File: config.mk
export PLATFORM = sky130hd
export DESIGN_NAME = hsv_to_rgb_converter_top
export DESIGN_NICKNAME = d
export VERILOG_FILES = /design/src/rtl/hsv2rgb_pkg.sv /design/src/rtl/hsv2rgb_front.sv /design/src/rtl/hsv2rgb_queue.sv /design/src/rtl/hsv2rgb_back.sv /design/src/rtl/hsv2rgb_converter_top.sv
export SDC_FILE = /design/constraint.sdc
export NUM_CORES = 2
export LEC_CHECK = 0
export BUFFER_PORTS_ARGS = -buffer_cell sky130_fd_sc_hd__buf_2
export CAP_MARGIN = 40
export CORE_MARGIN = 8
export CORE_UTILIZATION = 65
export DETAILED_ROUTE_END_ITERATION = 7
export PLACE_DENSITY = 0.88
export SYNTH_ARGS = -nofsm -noshare
export SYNTH_HDL_FRONTEND = slang
export SYNTH_SLANG_ARGS = --single-unit
File: constraint.sdc
create_clock -name clk -period 15.08 [get_ports clk]
set_clock_uncertainty 0.1 [all_clocks]
set_input_delay 2.262 -clock clk [delete_from_list [all_inputs] [get_ports clk]]
set_output_delay 2.262 -clock clk [all_outputs]
set_load 0.01 [all_outputs]
File: src/rtl/hsv2rgb_pkg.sv
// ----------------------------------------------------------------------------
// hsv2rgb_pkg
// Shared types, constants and helpers of the HSV to RGB converter.
// ----------------------------------------------------------------------------
package hsv2rgb_pkg;

	// fixed point: ONE = 2^FRAC_BITS means 1.0
	localparam int FRAC_BITS = 8;
	localparam int UNIT_W    = FRAC_BITS + 1;     // holds 0..ONE
	localparam int PROD_W    = 2 * UNIT_W;

	localparam int HUE_W   = 16;
	localparam int SV_W    = 10;
	localparam int CHAN_W  = 8;

	localparam int DegFull   = 360;
	localparam int SectorDeg = 60;

	// hue + HueOffset is never negative and keeps its residue mod 360
	localparam int HueOffset = 92 * DegFull;
	localparam int WRAP_W    = 17;
	localparam int RecipShift = 24;
	localparam int RecipDeg   = (1 << RecipShift) / DegFull;   // floor, never overshoots
	localparam int RECIP_W    = 16;
	localparam int WPROD_W    = WRAP_W + RECIP_W;
	localparam int DEG_W      = 9;                 // 0..359
	localparam int QUOT_W     = 9;
	localparam int POS_W      = 6;                 // 0..59

	typedef logic [UNIT_W-1:0]    unit_t;
	typedef logic [FRAC_BITS-1:0] frac_t;

	localparam unit_t ONE_FX = unit_t'(1) << FRAC_BITS;

	typedef enum logic [2:0] {
		SEC_0 = 3'd0,
		SEC_1 = 3'd1,
		SEC_2 = 3'd2,
		SEC_3 = 3'd3,
		SEC_4 = 3'd4,
		SEC_5 = 3'd5
	} sector_t;

	// classified item passed from front to back
	typedef struct packed {
		sector_t sector;
		frac_t   frac;
		unit_t   sat;
		unit_t   val;
	} hsv_item_t;

	typedef frac_t frac_lut_t [SectorDeg];

	// fraction within a sector: (pos << FRAC_BITS) / 60, truncated
	function automatic frac_lut_t build_frac_lut();
		frac_lut_t lut;
		for (int i = 0; i < SectorDeg; i++) begin
			lut[i] = frac_t'((i << FRAC_BITS) / SectorDeg);
		end
		return lut;
	endfunction

	localparam frac_lut_t FRAC_LUT = build_frac_lut();

	// clamp a signed fixed point input into 0..ONE
	function automatic unit_t clamp_unit(logic signed [SV_W-1:0] x);
		unit_t r;
		if (x[SV_W-1]) begin
			r = '0;
		end else if (int'(x) > (1 << FRAC_BITS)) begin
			r = ONE_FX;
		end else begin
			r = unit_t'(unsigned'(x));
		end
		return r;
	endfunction

	// (c * 255) >> FRAC_BITS, low byte
	function automatic logic [CHAN_W-1:0] to_byte(unit_t c);
		logic [UNIT_W+7:0] x;
		x = {c, 8'b0} - (UNIT_W + 8)'(c);
		return x[FRAC_BITS +: CHAN_W];
	endfunction

endpackage

File: src/rtl/hsv2rgb_front.sv
// ----------------------------------------------------------------------------
// hsv2rgb_front
// Takes input items, wraps hue, clamps s/v, finds sector and fraction.
// ----------------------------------------------------------------------------
module hsv2rgb_front (
	input  logic                                  clk,
	input  logic                                  arst_n,
	input  logic                                  in_valid,
	output logic                                  in_ready,
	input  logic signed [hsv2rgb_pkg::HUE_W-1:0]  hue,
	input  logic signed [hsv2rgb_pkg::SV_W-1:0]   saturation,
	input  logic signed [hsv2rgb_pkg::SV_W-1:0]   brightness,
	output logic                                  out_valid,
	input  logic                                  out_ready,
	output hsv2rgb_pkg::hsv_item_t                out_item
);
	import hsv2rgb_pkg::*;

	logic                valid_s1, valid_s2, valid_s3;
	logic                adv1, adv2, adv3;
	logic [WRAP_W-1:0]   wrap_s1;
	logic [WPROD_W-1:0]  wprod_s1;
	unit_t               sat_s1, val_s1, sat_s2, val_s2;
	logic [DEG_W-1:0]    deg_s2;
	hsv_item_t           item_s3;

	logic [WRAP_W-1:0]   wrap_d;
	logic [QUOT_W-1:0]   quot;
	logic [WRAP_W-1:0]   rem;
	logic [DEG_W-1:0]    deg_d;
	sector_t             sector_d;
	logic [DEG_W-1:0]    base_d;
	logic [POS_W-1:0]    pos_d;

	// ready chain: a stage moves when it is empty or the next one moves
	assign adv3     = !valid_s3 || out_ready;
	assign adv2     = !valid_s2 || adv3;
	assign adv1     = !valid_s1 || adv2;
	assign in_ready = adv1;

	// stage 1: bias hue positive, multiply by reciprocal of 360
	assign wrap_d = {{(WRAP_W - HUE_W){hue[HUE_W-1]}}, hue} + WRAP_W'(HueOffset);

	// stage 2: remainder with one correction step
	assign quot = wprod_s1[RecipShift +: QUOT_W];
	assign rem  = wrap_s1 - (WRAP_W'(quot) * WRAP_W'(DegFull));
	always_comb begin
		if (rem >= WRAP_W'(DegFull)) begin
			deg_d = DEG_W'(rem - WRAP_W'(DegFull));
		end else begin
			deg_d = DEG_W'(rem);
		end
	end

	// stage 3: sector and position inside it
	always_comb begin
		if (deg_s2 >= DEG_W'(5 * SectorDeg)) begin
			sector_d = SEC_5;
			base_d   = DEG_W'(5 * SectorDeg);
		end else if (deg_s2 >= DEG_W'(4 * SectorDeg)) begin
			sector_d = SEC_4;
			base_d   = DEG_W'(4 * SectorDeg);
		end else if (deg_s2 >= DEG_W'(3 * SectorDeg)) begin
			sector_d = SEC_3;
			base_d   = DEG_W'(3 * SectorDeg);
		end else if (deg_s2 >= DEG_W'(2 * SectorDeg)) begin
			sector_d = SEC_2;
			base_d   = DEG_W'(2 * SectorDeg);
		end else if (deg_s2 >= DEG_W'(SectorDeg)) begin
			sector_d = SEC_1;
			base_d   = DEG_W'(SectorDeg);
		end else begin
			sector_d = SEC_0;
			base_d   = '0;
		end
		pos_d = POS_W'(deg_s2 - base_d);
	end

	always_ff @(posedge clk or negedge arst_n) begin
		if (!arst_n) begin
			valid_s1 <= 1'b0;
			valid_s2 <= 1'b0;
			valid_s3 <= 1'b0;
		end else begin
			if (adv1) valid_s1 <= in_valid;
			if (adv2) valid_s2 <= valid_s1;
			if (adv3) valid_s3 <= valid_s2;
		end
	end

	always_ff @(posedge clk) begin
		if (adv1) begin
			wrap_s1  <= wrap_d;
			wprod_s1 <= WPROD_W'(wrap_d) * WPROD_W'(RecipDeg);
			sat_s1   <= clamp_unit(saturation);
			val_s1   <= clamp_unit(brightness);
		end
		if (adv2) begin
			deg_s2 <= deg_d;
			sat_s2 <= sat_s1;
			val_s2 <= val_s1;
		end
		if (adv3) begin
			item_s3.sector <= sector_d;
			item_s3.frac   <= FRAC_LUT[pos_d];
			item_s3.sat    <= sat_s2;
			item_s3.val    <= val_s2;
		end
	end

	assign out_valid = valid_s3;
	assign out_item  = item_s3;

endmodule

File: src/rtl/hsv2rgb_queue.sv
// ----------------------------------------------------------------------------
// hsv2rgb_queue
// Two-entry item queue between front and back.
// ----------------------------------------------------------------------------
module hsv2rgb_queue (
	input  logic                   clk,
	input  logic                   arst_n,
	input  logic                   in_valid,
	output logic                   in_ready,
	input  hsv2rgb_pkg::hsv_item_t in_item,
	output logic                   out_valid,
	input  logic                   out_ready,
	output hsv2rgb_pkg::hsv_item_t out_item
);
	import hsv2rgb_pkg::*;

	hsv_item_t  slot_q [2];
	logic       wr_ptr_q, rd_ptr_q;
	logic [1:0] count_q;
	logic       push, pop;

	assign in_ready  = (count_q != 2'd2);
	assign out_valid = (count_q != 2'd0);
	assign push      = in_valid && in_ready;
	assign pop       = out_valid && out_ready;
	assign out_item  = slot_q[rd_ptr_q];

	always_ff @(posedge clk or negedge arst_n) begin
		if (!arst_n) begin
			wr_ptr_q <= 1'b0;
			rd_ptr_q <= 1'b0;
			count_q  <= 2'd0;
		end else begin
			if (push) wr_ptr_q <= !wr_ptr_q;
			if (pop)  rd_ptr_q <= !rd_ptr_q;
			case ({push, pop})
				2'b10:   count_q <= count_q + 2'd1;
				2'b01:   count_q <= count_q - 2'd1;
				default: count_q <= count_q;
			endcase
		end
	end

	always_ff @(posedge clk) begin
		if (push) slot_q[wr_ptr_q] <= in_item;
	end

endmodule

File: src/rtl/hsv2rgb_back.sv
// ----------------------------------------------------------------------------
// hsv2rgb_back
// Forms p, q, t, routes them by sector and scales to bytes.
// ----------------------------------------------------------------------------
module hsv2rgb_back (
	input  logic                                clk,
	input  logic                                arst_n,
	input  logic                                in_valid,
	output logic                                in_ready,
	input  hsv2rgb_pkg::hsv_item_t              in_item,
	output logic                                out_valid,
	input  logic                                out_ready,
	output logic [hsv2rgb_pkg::CHAN_W-1:0]      red,
	output logic [hsv2rgb_pkg::CHAN_W-1:0]      green,
	output logic [hsv2rgb_pkg::CHAN_W-1:0]      blue
);
	import hsv2rgb_pkg::*;

	logic               valid_s1, valid_s2, valid_s3;
	logic               adv1, adv2, adv3;
	logic [PROD_W-1:0]  pn_s1, sf_s1, sg_s1;
	unit_t              val_s1, val_s2, p_s2;
	sector_t            sector_s1, sector_s2;
	logic [PROD_W-1:0]  qn_s2, tn_s2;
	logic [CHAN_W-1:0]  red_s3, green_s3, blue_s3;

	unit_t              qa, ta, q_c, t_c, r_c, g_c, b_c;

	assign adv3     = !valid_s3 || out_ready;
	assign adv2     = !valid_s2 || adv3;
	assign adv1     = !valid_s1 || adv2;
	assign in_ready = adv1;

	// stage 2 operands: 1 - s*f and 1 - s*(1-f)
	assign qa = ONE_FX - sf_s1[FRAC_BITS +: UNIT_W];
	assign ta = ONE_FX - sg_s1[FRAC_BITS +: UNIT_W];

	// stage 3: finish q, t and route
	assign q_c = qn_s2[FRAC_BITS +: UNIT_W];
	assign t_c = tn_s2[FRAC_BITS +: UNIT_W];

	always_comb begin
		case (sector_s2)
			SEC_1: begin
				r_c = q_c;    g_c = val_s2; b_c = p_s2;
			end
			SEC_2: begin
				r_c = p_s2;   g_c = val_s2; b_c = t_c;
			end
			SEC_3: begin
				r_c = p_s2;   g_c = q_c;    b_c = val_s2;
			end
			SEC_4: begin
				r_c = t_c;    g_c = p_s2;   b_c = val_s2;
			end
			SEC_5: begin
				r_c = val_s2; g_c = p_s2;   b_c = q_c;
			end
			default: begin
				r_c = val_s2; g_c = t_c;    b_c = p_s2;
			end
		endcase
	end

	always_ff @(posedge clk or negedge arst_n) begin
		if (!arst_n) begin
			valid_s1 <= 1'b0;
			valid_s2 <= 1'b0;
			valid_s3 <= 1'b0;
		end else begin
			if (adv1) valid_s1 <= in_valid;
			if (adv2) valid_s2 <= valid_s1;
			if (adv3) valid_s3 <= valid_s2;
		end
	end

	always_ff @(posedge clk) begin
		if (adv1) begin
			pn_s1     <= PROD_W'(in_item.val) * PROD_W'(ONE_FX - in_item.sat);
			sf_s1     <= PROD_W'(in_item.sat) * PROD_W'(in_item.frac);
			sg_s1     <= PROD_W'(in_item.sat) * PROD_W'(ONE_FX - UNIT_W'(in_item.frac));
			val_s1    <= in_item.val;
			sector_s1 <= in_item.sector;
		end
		if (adv2) begin
			p_s2      <= pn_s1[FRAC_BITS +: UNIT_W];
			qn_s2     <= PROD_W'(val_s1) * PROD_W'(qa);
			tn_s2     <= PROD_W'(val_s1) * PROD_W'(ta);
			val_s2    <= val_s1;
			sector_s2 <= sector_s1;
		end
		if (adv3) begin
			red_s3   <= to_byte(r_c);
			green_s3 <= to_byte(g_c);
			blue_s3  <= to_byte(b_c);
		end
	end

	assign out_valid = valid_s3;
	assign red       = red_s3;
	assign green     = green_s3;
	assign blue      = blue_s3;

endmodule

File: src/rtl/hsv2rgb_converter_top.sv
// ----------------------------------------------------------------------------
// hsv_to_rgb_converter_top
// HSV to 8-bit RGB colour converter with stream input and output.
// ----------------------------------------------------------------------------
// Accepts one HSV item per clock and returns one RGB item per clock. Hue is
// any signed degree value and is wrapped into 0..359; saturation and value
// are fixed point with 256 = 1.0 and are clamped to 0..256. Each channel is
// the routed component times 255, truncated. The path from input accept to
// output valid is a 3-stage front (hue wrap by reciprocal multiply,
// remainder, sector/fraction lookup), the registered 2-entry queue, and a
// 3-stage back (products, p/q/t, route and scale). No stage shares a unit
// between items, so throughput is one item per clock. Backpressure on the
// output stalls the back first; the queue and front keep absorbing items
// until they fill. No configuration.
// ----------------------------------------------------------------------------
module hsv_to_rgb_converter_top (
	input  logic        clk,
	input  logic        arst_n,
	// input stream
	input  logic        s_axis_tvalid,
	output logic        s_axis_tready,
	input  logic [39:0] s_axis_tdata,   // hue[15:0], saturation[25:16],
	                                    // brightness[35:26], zero[39:36]
	// output stream
	output logic        m_axis_tvalid,
	input  logic        m_axis_tready,
	output logic [23:0] m_axis_tdata    // red[7:0], green[15:8], blue[23:16]
);
	import hsv2rgb_pkg::*;

	logic      fq_valid, fq_ready;
	hsv_item_t fq_item;
	logic      qb_valid, qb_ready;
	hsv_item_t qb_item;

	logic [CHAN_W-1:0] red, green, blue;

	// front: wrap, clamp, classify into sector
	hsv2rgb_front u_front (
		.clk        (clk),
		.arst_n     (arst_n),
		.in_valid   (s_axis_tvalid),
		.in_ready   (s_axis_tready),
		.hue        (s_axis_tdata[15:0]),
		.saturation (s_axis_tdata[25:16]),
		.brightness (s_axis_tdata[35:26]),
		.out_valid  (fq_valid),
		.out_ready  (fq_ready),
		.out_item   (fq_item)
	);

	// short queue decouples front and back stalls
	hsv2rgb_queue u_queue (
		.clk       (clk),
		.arst_n    (arst_n),
		.in_valid  (fq_valid),
		.in_ready  (fq_ready),
		.in_item   (fq_item),
		.out_valid (qb_valid),
		.out_ready (qb_ready),
		.out_item  (qb_item)
	);

	// back: p/q/t, routing, scaling; last stage is the output register
	hsv2rgb_back u_back (
		.clk       (clk),
		.arst_n    (arst_n),
		.in_valid  (qb_valid),
		.in_ready  (qb_ready),
		.in_item   (qb_item),
		.out_valid (m_axis_tvalid),
		.out_ready (m_axis_tready),
		.red       (red),
		.green     (green),
		.blue      (blue)
	);

	assign m_axis_tdata = {blue, green, red};

endmodule

==> results_dict.tcl <==
set metrics [dict create \
    cp_slowest_cell "xnor2_1" \
    avgViaCountPerCell 5.83 \
    outcome "finished, final reports clean" \
    synthesis.area_um2 29100 \
    synth_ff_type "edfxtp_1" \
    yosys_register_bits 264 \
    die_h_um 227 \
    synth_warnings 0 \
    crit_type "in -> reg" \
    drive_above_1_share 0.0619 \
    postCtsHoldBufs 0 \
    drv_slew 0 \
    critPathLaunchType "input pin" \
    row_count 77 \
    tightest_slew_ns 0.968 \
    cts.htree.levels 1 \
    cts-root-buf "clkbuf_16" \
    hold_viol 0 \
    start_util 0.657 \
    dpl.hpwl_um 50300 \
    cp.arrival_ns 8.62 \
    clock.fmax_ghz 0.119 \
    setup_tns_ns 0 \
    area_growth_pct 6.53 \
    seq_area_frac_synth 0.271 \
    track_usage 0.252 \
    period_needed_ns 8.41 \
    max_stage_delay_ns 0.62 \
    post_cts_buffers 0 \
    final.period_utilization 0.558 \
    firstDrtPassIters 6 \
    cts.clk_slew.worst_paths_ns 0.06 \
    numCtsBuffers 27 \
    rsz0062_at_grt "no" \
    critPathTopFamily "adder cells" \
    synthesis.nets 3575 \
    min_path_type "reg -> reg" \
    worstPathMaxFanout 5 \
    via_count 20500 \
    cp_num_cells 25 \
    cts_resized 0 \
    portBuffers 65 \
    final_cell_mix "585 x inv_1, 342 x fa_1, 326 x ha_1, 301 x nand2_1, 254 x edfxtp_1" \
    ant_nets 0 \
    regArea_um2 7880 \
    die_x_um 227 \
    grt_first_pass_wirelength_um 106000 \
    synth.distinct_cells 83 \
    synthesis.instances 2863 \
    grt_antenna_before_repair 1 \
    clockBufferDepth 3 \
    diodes 0 \
    drtIter0Drc 1565 \
    synth_area_leader_cell "edfxtp_1" \
    cp-end-kind "register" \
    yosysTopAreaCellShare 0.262 \
    die_area_um2 51700 \
    final_common_cell "inv_1" \
    multi_input_area_um2 18600 \
    worstPathBufferInverterCount 7 \
    clock-sinks 264 \
    worstSkewPairLatency_ns 0.57 \
    drc_errors 0 \
    num-nets-final 3617 \
    crit_top_cell "inv_1" \
    gp_congestion 0.929 \
    maxSlewHeadroom 0.346 \
    synthArstFlopShare 0.0379 \
    core_um2 44200 \
    ff2ff_path_depth 22 \
    num_io_pins 70 \
    synthTopCellsByArea "edfxtp_1 26%, fa_1 24%, ha_1 14%, inv_1 7.6%, nand2_1 3.9%" \
    num-fill-cells 2964 \
    avgSynthCellArea_um2 10.2 \
    drv_cap 0 \
    grt_max_degree 78 \
    drt_wl_total_um 63900 \
    critPathRequiredTime_ns 15.29 \
    hold_depth 0 \
    grt-ovfl-total 0 \
    grt_pass1_vias 21900 \
    post_drt_wl_per_cell_um 18.2 \
    setup_violations 0 \
    cts_tree "yes" \
    synth-edff-count 254 \
]
==> cell type report <==
| type | instances | share of cell area |
|---|---|---|
| sequential | 264 | 0.254 |
| multi-input combinational | 1943 | 0.602 |
| timing repair buffer | 82 | 0.0174 |
| tap | 592 | 0.0239 |
| inverter | 587 | 0.0712 |
| clock inverter | 18 | 0.00869 |
| clock buffer | 31 | 0.0223 |
==> layer usage <==
layer  vias up  GRT usage  wire length (um)
li1       9364          -                 -
met1     10100      0.306             24700
met2       851      0.449             32400
met3       216     0.0363              4260
met4         2     0.0975              2420
met5         -          0                40
==> final timing paths <==
kind,from,end,slack (ns)
worst max-delay path,s_axis_tdata[5],u_front.wprod_s1[31],6.67
worst min-delay path,u_front.val_s1[3],u_front.val_s2[3],0.31
worst max register to register,u_queue.rd_ptr_q,u_back.pn_s1[15],7.57
worst min register to register,u_front.val_s1[3],u_front.val_s2[3],0.31
max in group asynchronous,arst_n,u_queue.rd_ptr_q,13.05
min in group asynchronous,arst_n,u_queue.count_q[1],1.52
==> cell families after synthesis <==
kind of cell    count (synthesis)  share of synthesized area
buf+inv                       656                     0.0880
fa+ha+maj                     668                      0.376
flops                         264                      0.271
simple gates                  733                      0.118
mux                            76                     0.0290
compound gates                318                     0.0727
xor+xnor                      148                     0.0449
==> per-stage QoR <==
stage / instance area, um^2 / util / hold slack [ns] / worst slack [ns] / instances
2_1_floorplan: 29100 / - / 0.300 / 6.54 / 2863
3_3_place_gp: 29900 / 0.675 / 0.301 / 6.17 / 3461
3_5_place_dp: 30000 / 0.678 / 0.305 / 6.13 / 3467
4_1_cts: 30900 / 0.700 / 0.315 / 6.71 / 3516
5_1_grt: 31000 / 0.700 / 0.315 / 6.41 / 3517
6_report: 31000 / 0.700 / 0.315 / 6.67 / 3517
==> worst register-to-register path: cells and delay by family (launching register included) <==
| kind | cells | cell delay [ns] |
|---|---|---|
| DFF | 1 | 0.44 |
| adders and majority gates | 6 | 2.51 |
| muxes | 1 | 0.55 |
| xor gates and xnor gates | 2 | 0.82 |
| AOI/OAI and AO/OA | 4 | 1.59 |
| and+or+nand+nor | 4 | 0.55 |
| buffers and inverters | 5 | 0.71 |
==> cell usage after synthesis (10+ instances only) <==
cell and count:
inv_1 585, fa_1 342, ha_1 326, nand2_1 301, edfxtp_1 254, nor2_1 158, and2_1 109, xnor2_1 99
a21oi_1 93, o21ai_0 62, xor2_1 48, clkbuf_1 45, mux2i_1 43, nor3_1 34, nor2b_1 27, nand3_1 26
a211oi_1 25, mux2_2 24, o21a_1 20, nand2b_1 14, a21o_1 12, o211ai_1 11, a31oi_1 10, dfrtp_1 10
nand4_1 10
==> registers in the layout, indices dropped and copies added (netlist names), 2 cells and up <==
register	flops
u_back.pn_s1	9
u_back.tn_s2	9
u_back.sg_s1	9
u_front.wprod_s1	10
u_back.sector_s1	3
u_back.red	8
u_front.sat_s2	9
u_back.sector_s2	3
u_back.green	8
u_front.deg_s2	9
u_back.p_s2	9
u_back.sf_s1	9
u_back.qn_s2	9
u_front.val_s2	9
u_queue.slot_q	54
u_back.val_s2	9
u_front.val_s1	9
u_queue.count_q	2
u_front.out_item	27
u_back.blue	8
u_back.val_s1	9
u_front.wrap_s1	16
u_front.sat_s1	9
Power is left out: the tool's default activity adds up to more than one toggle a clock period on the data nets, which glitch-free logic cannot reach.
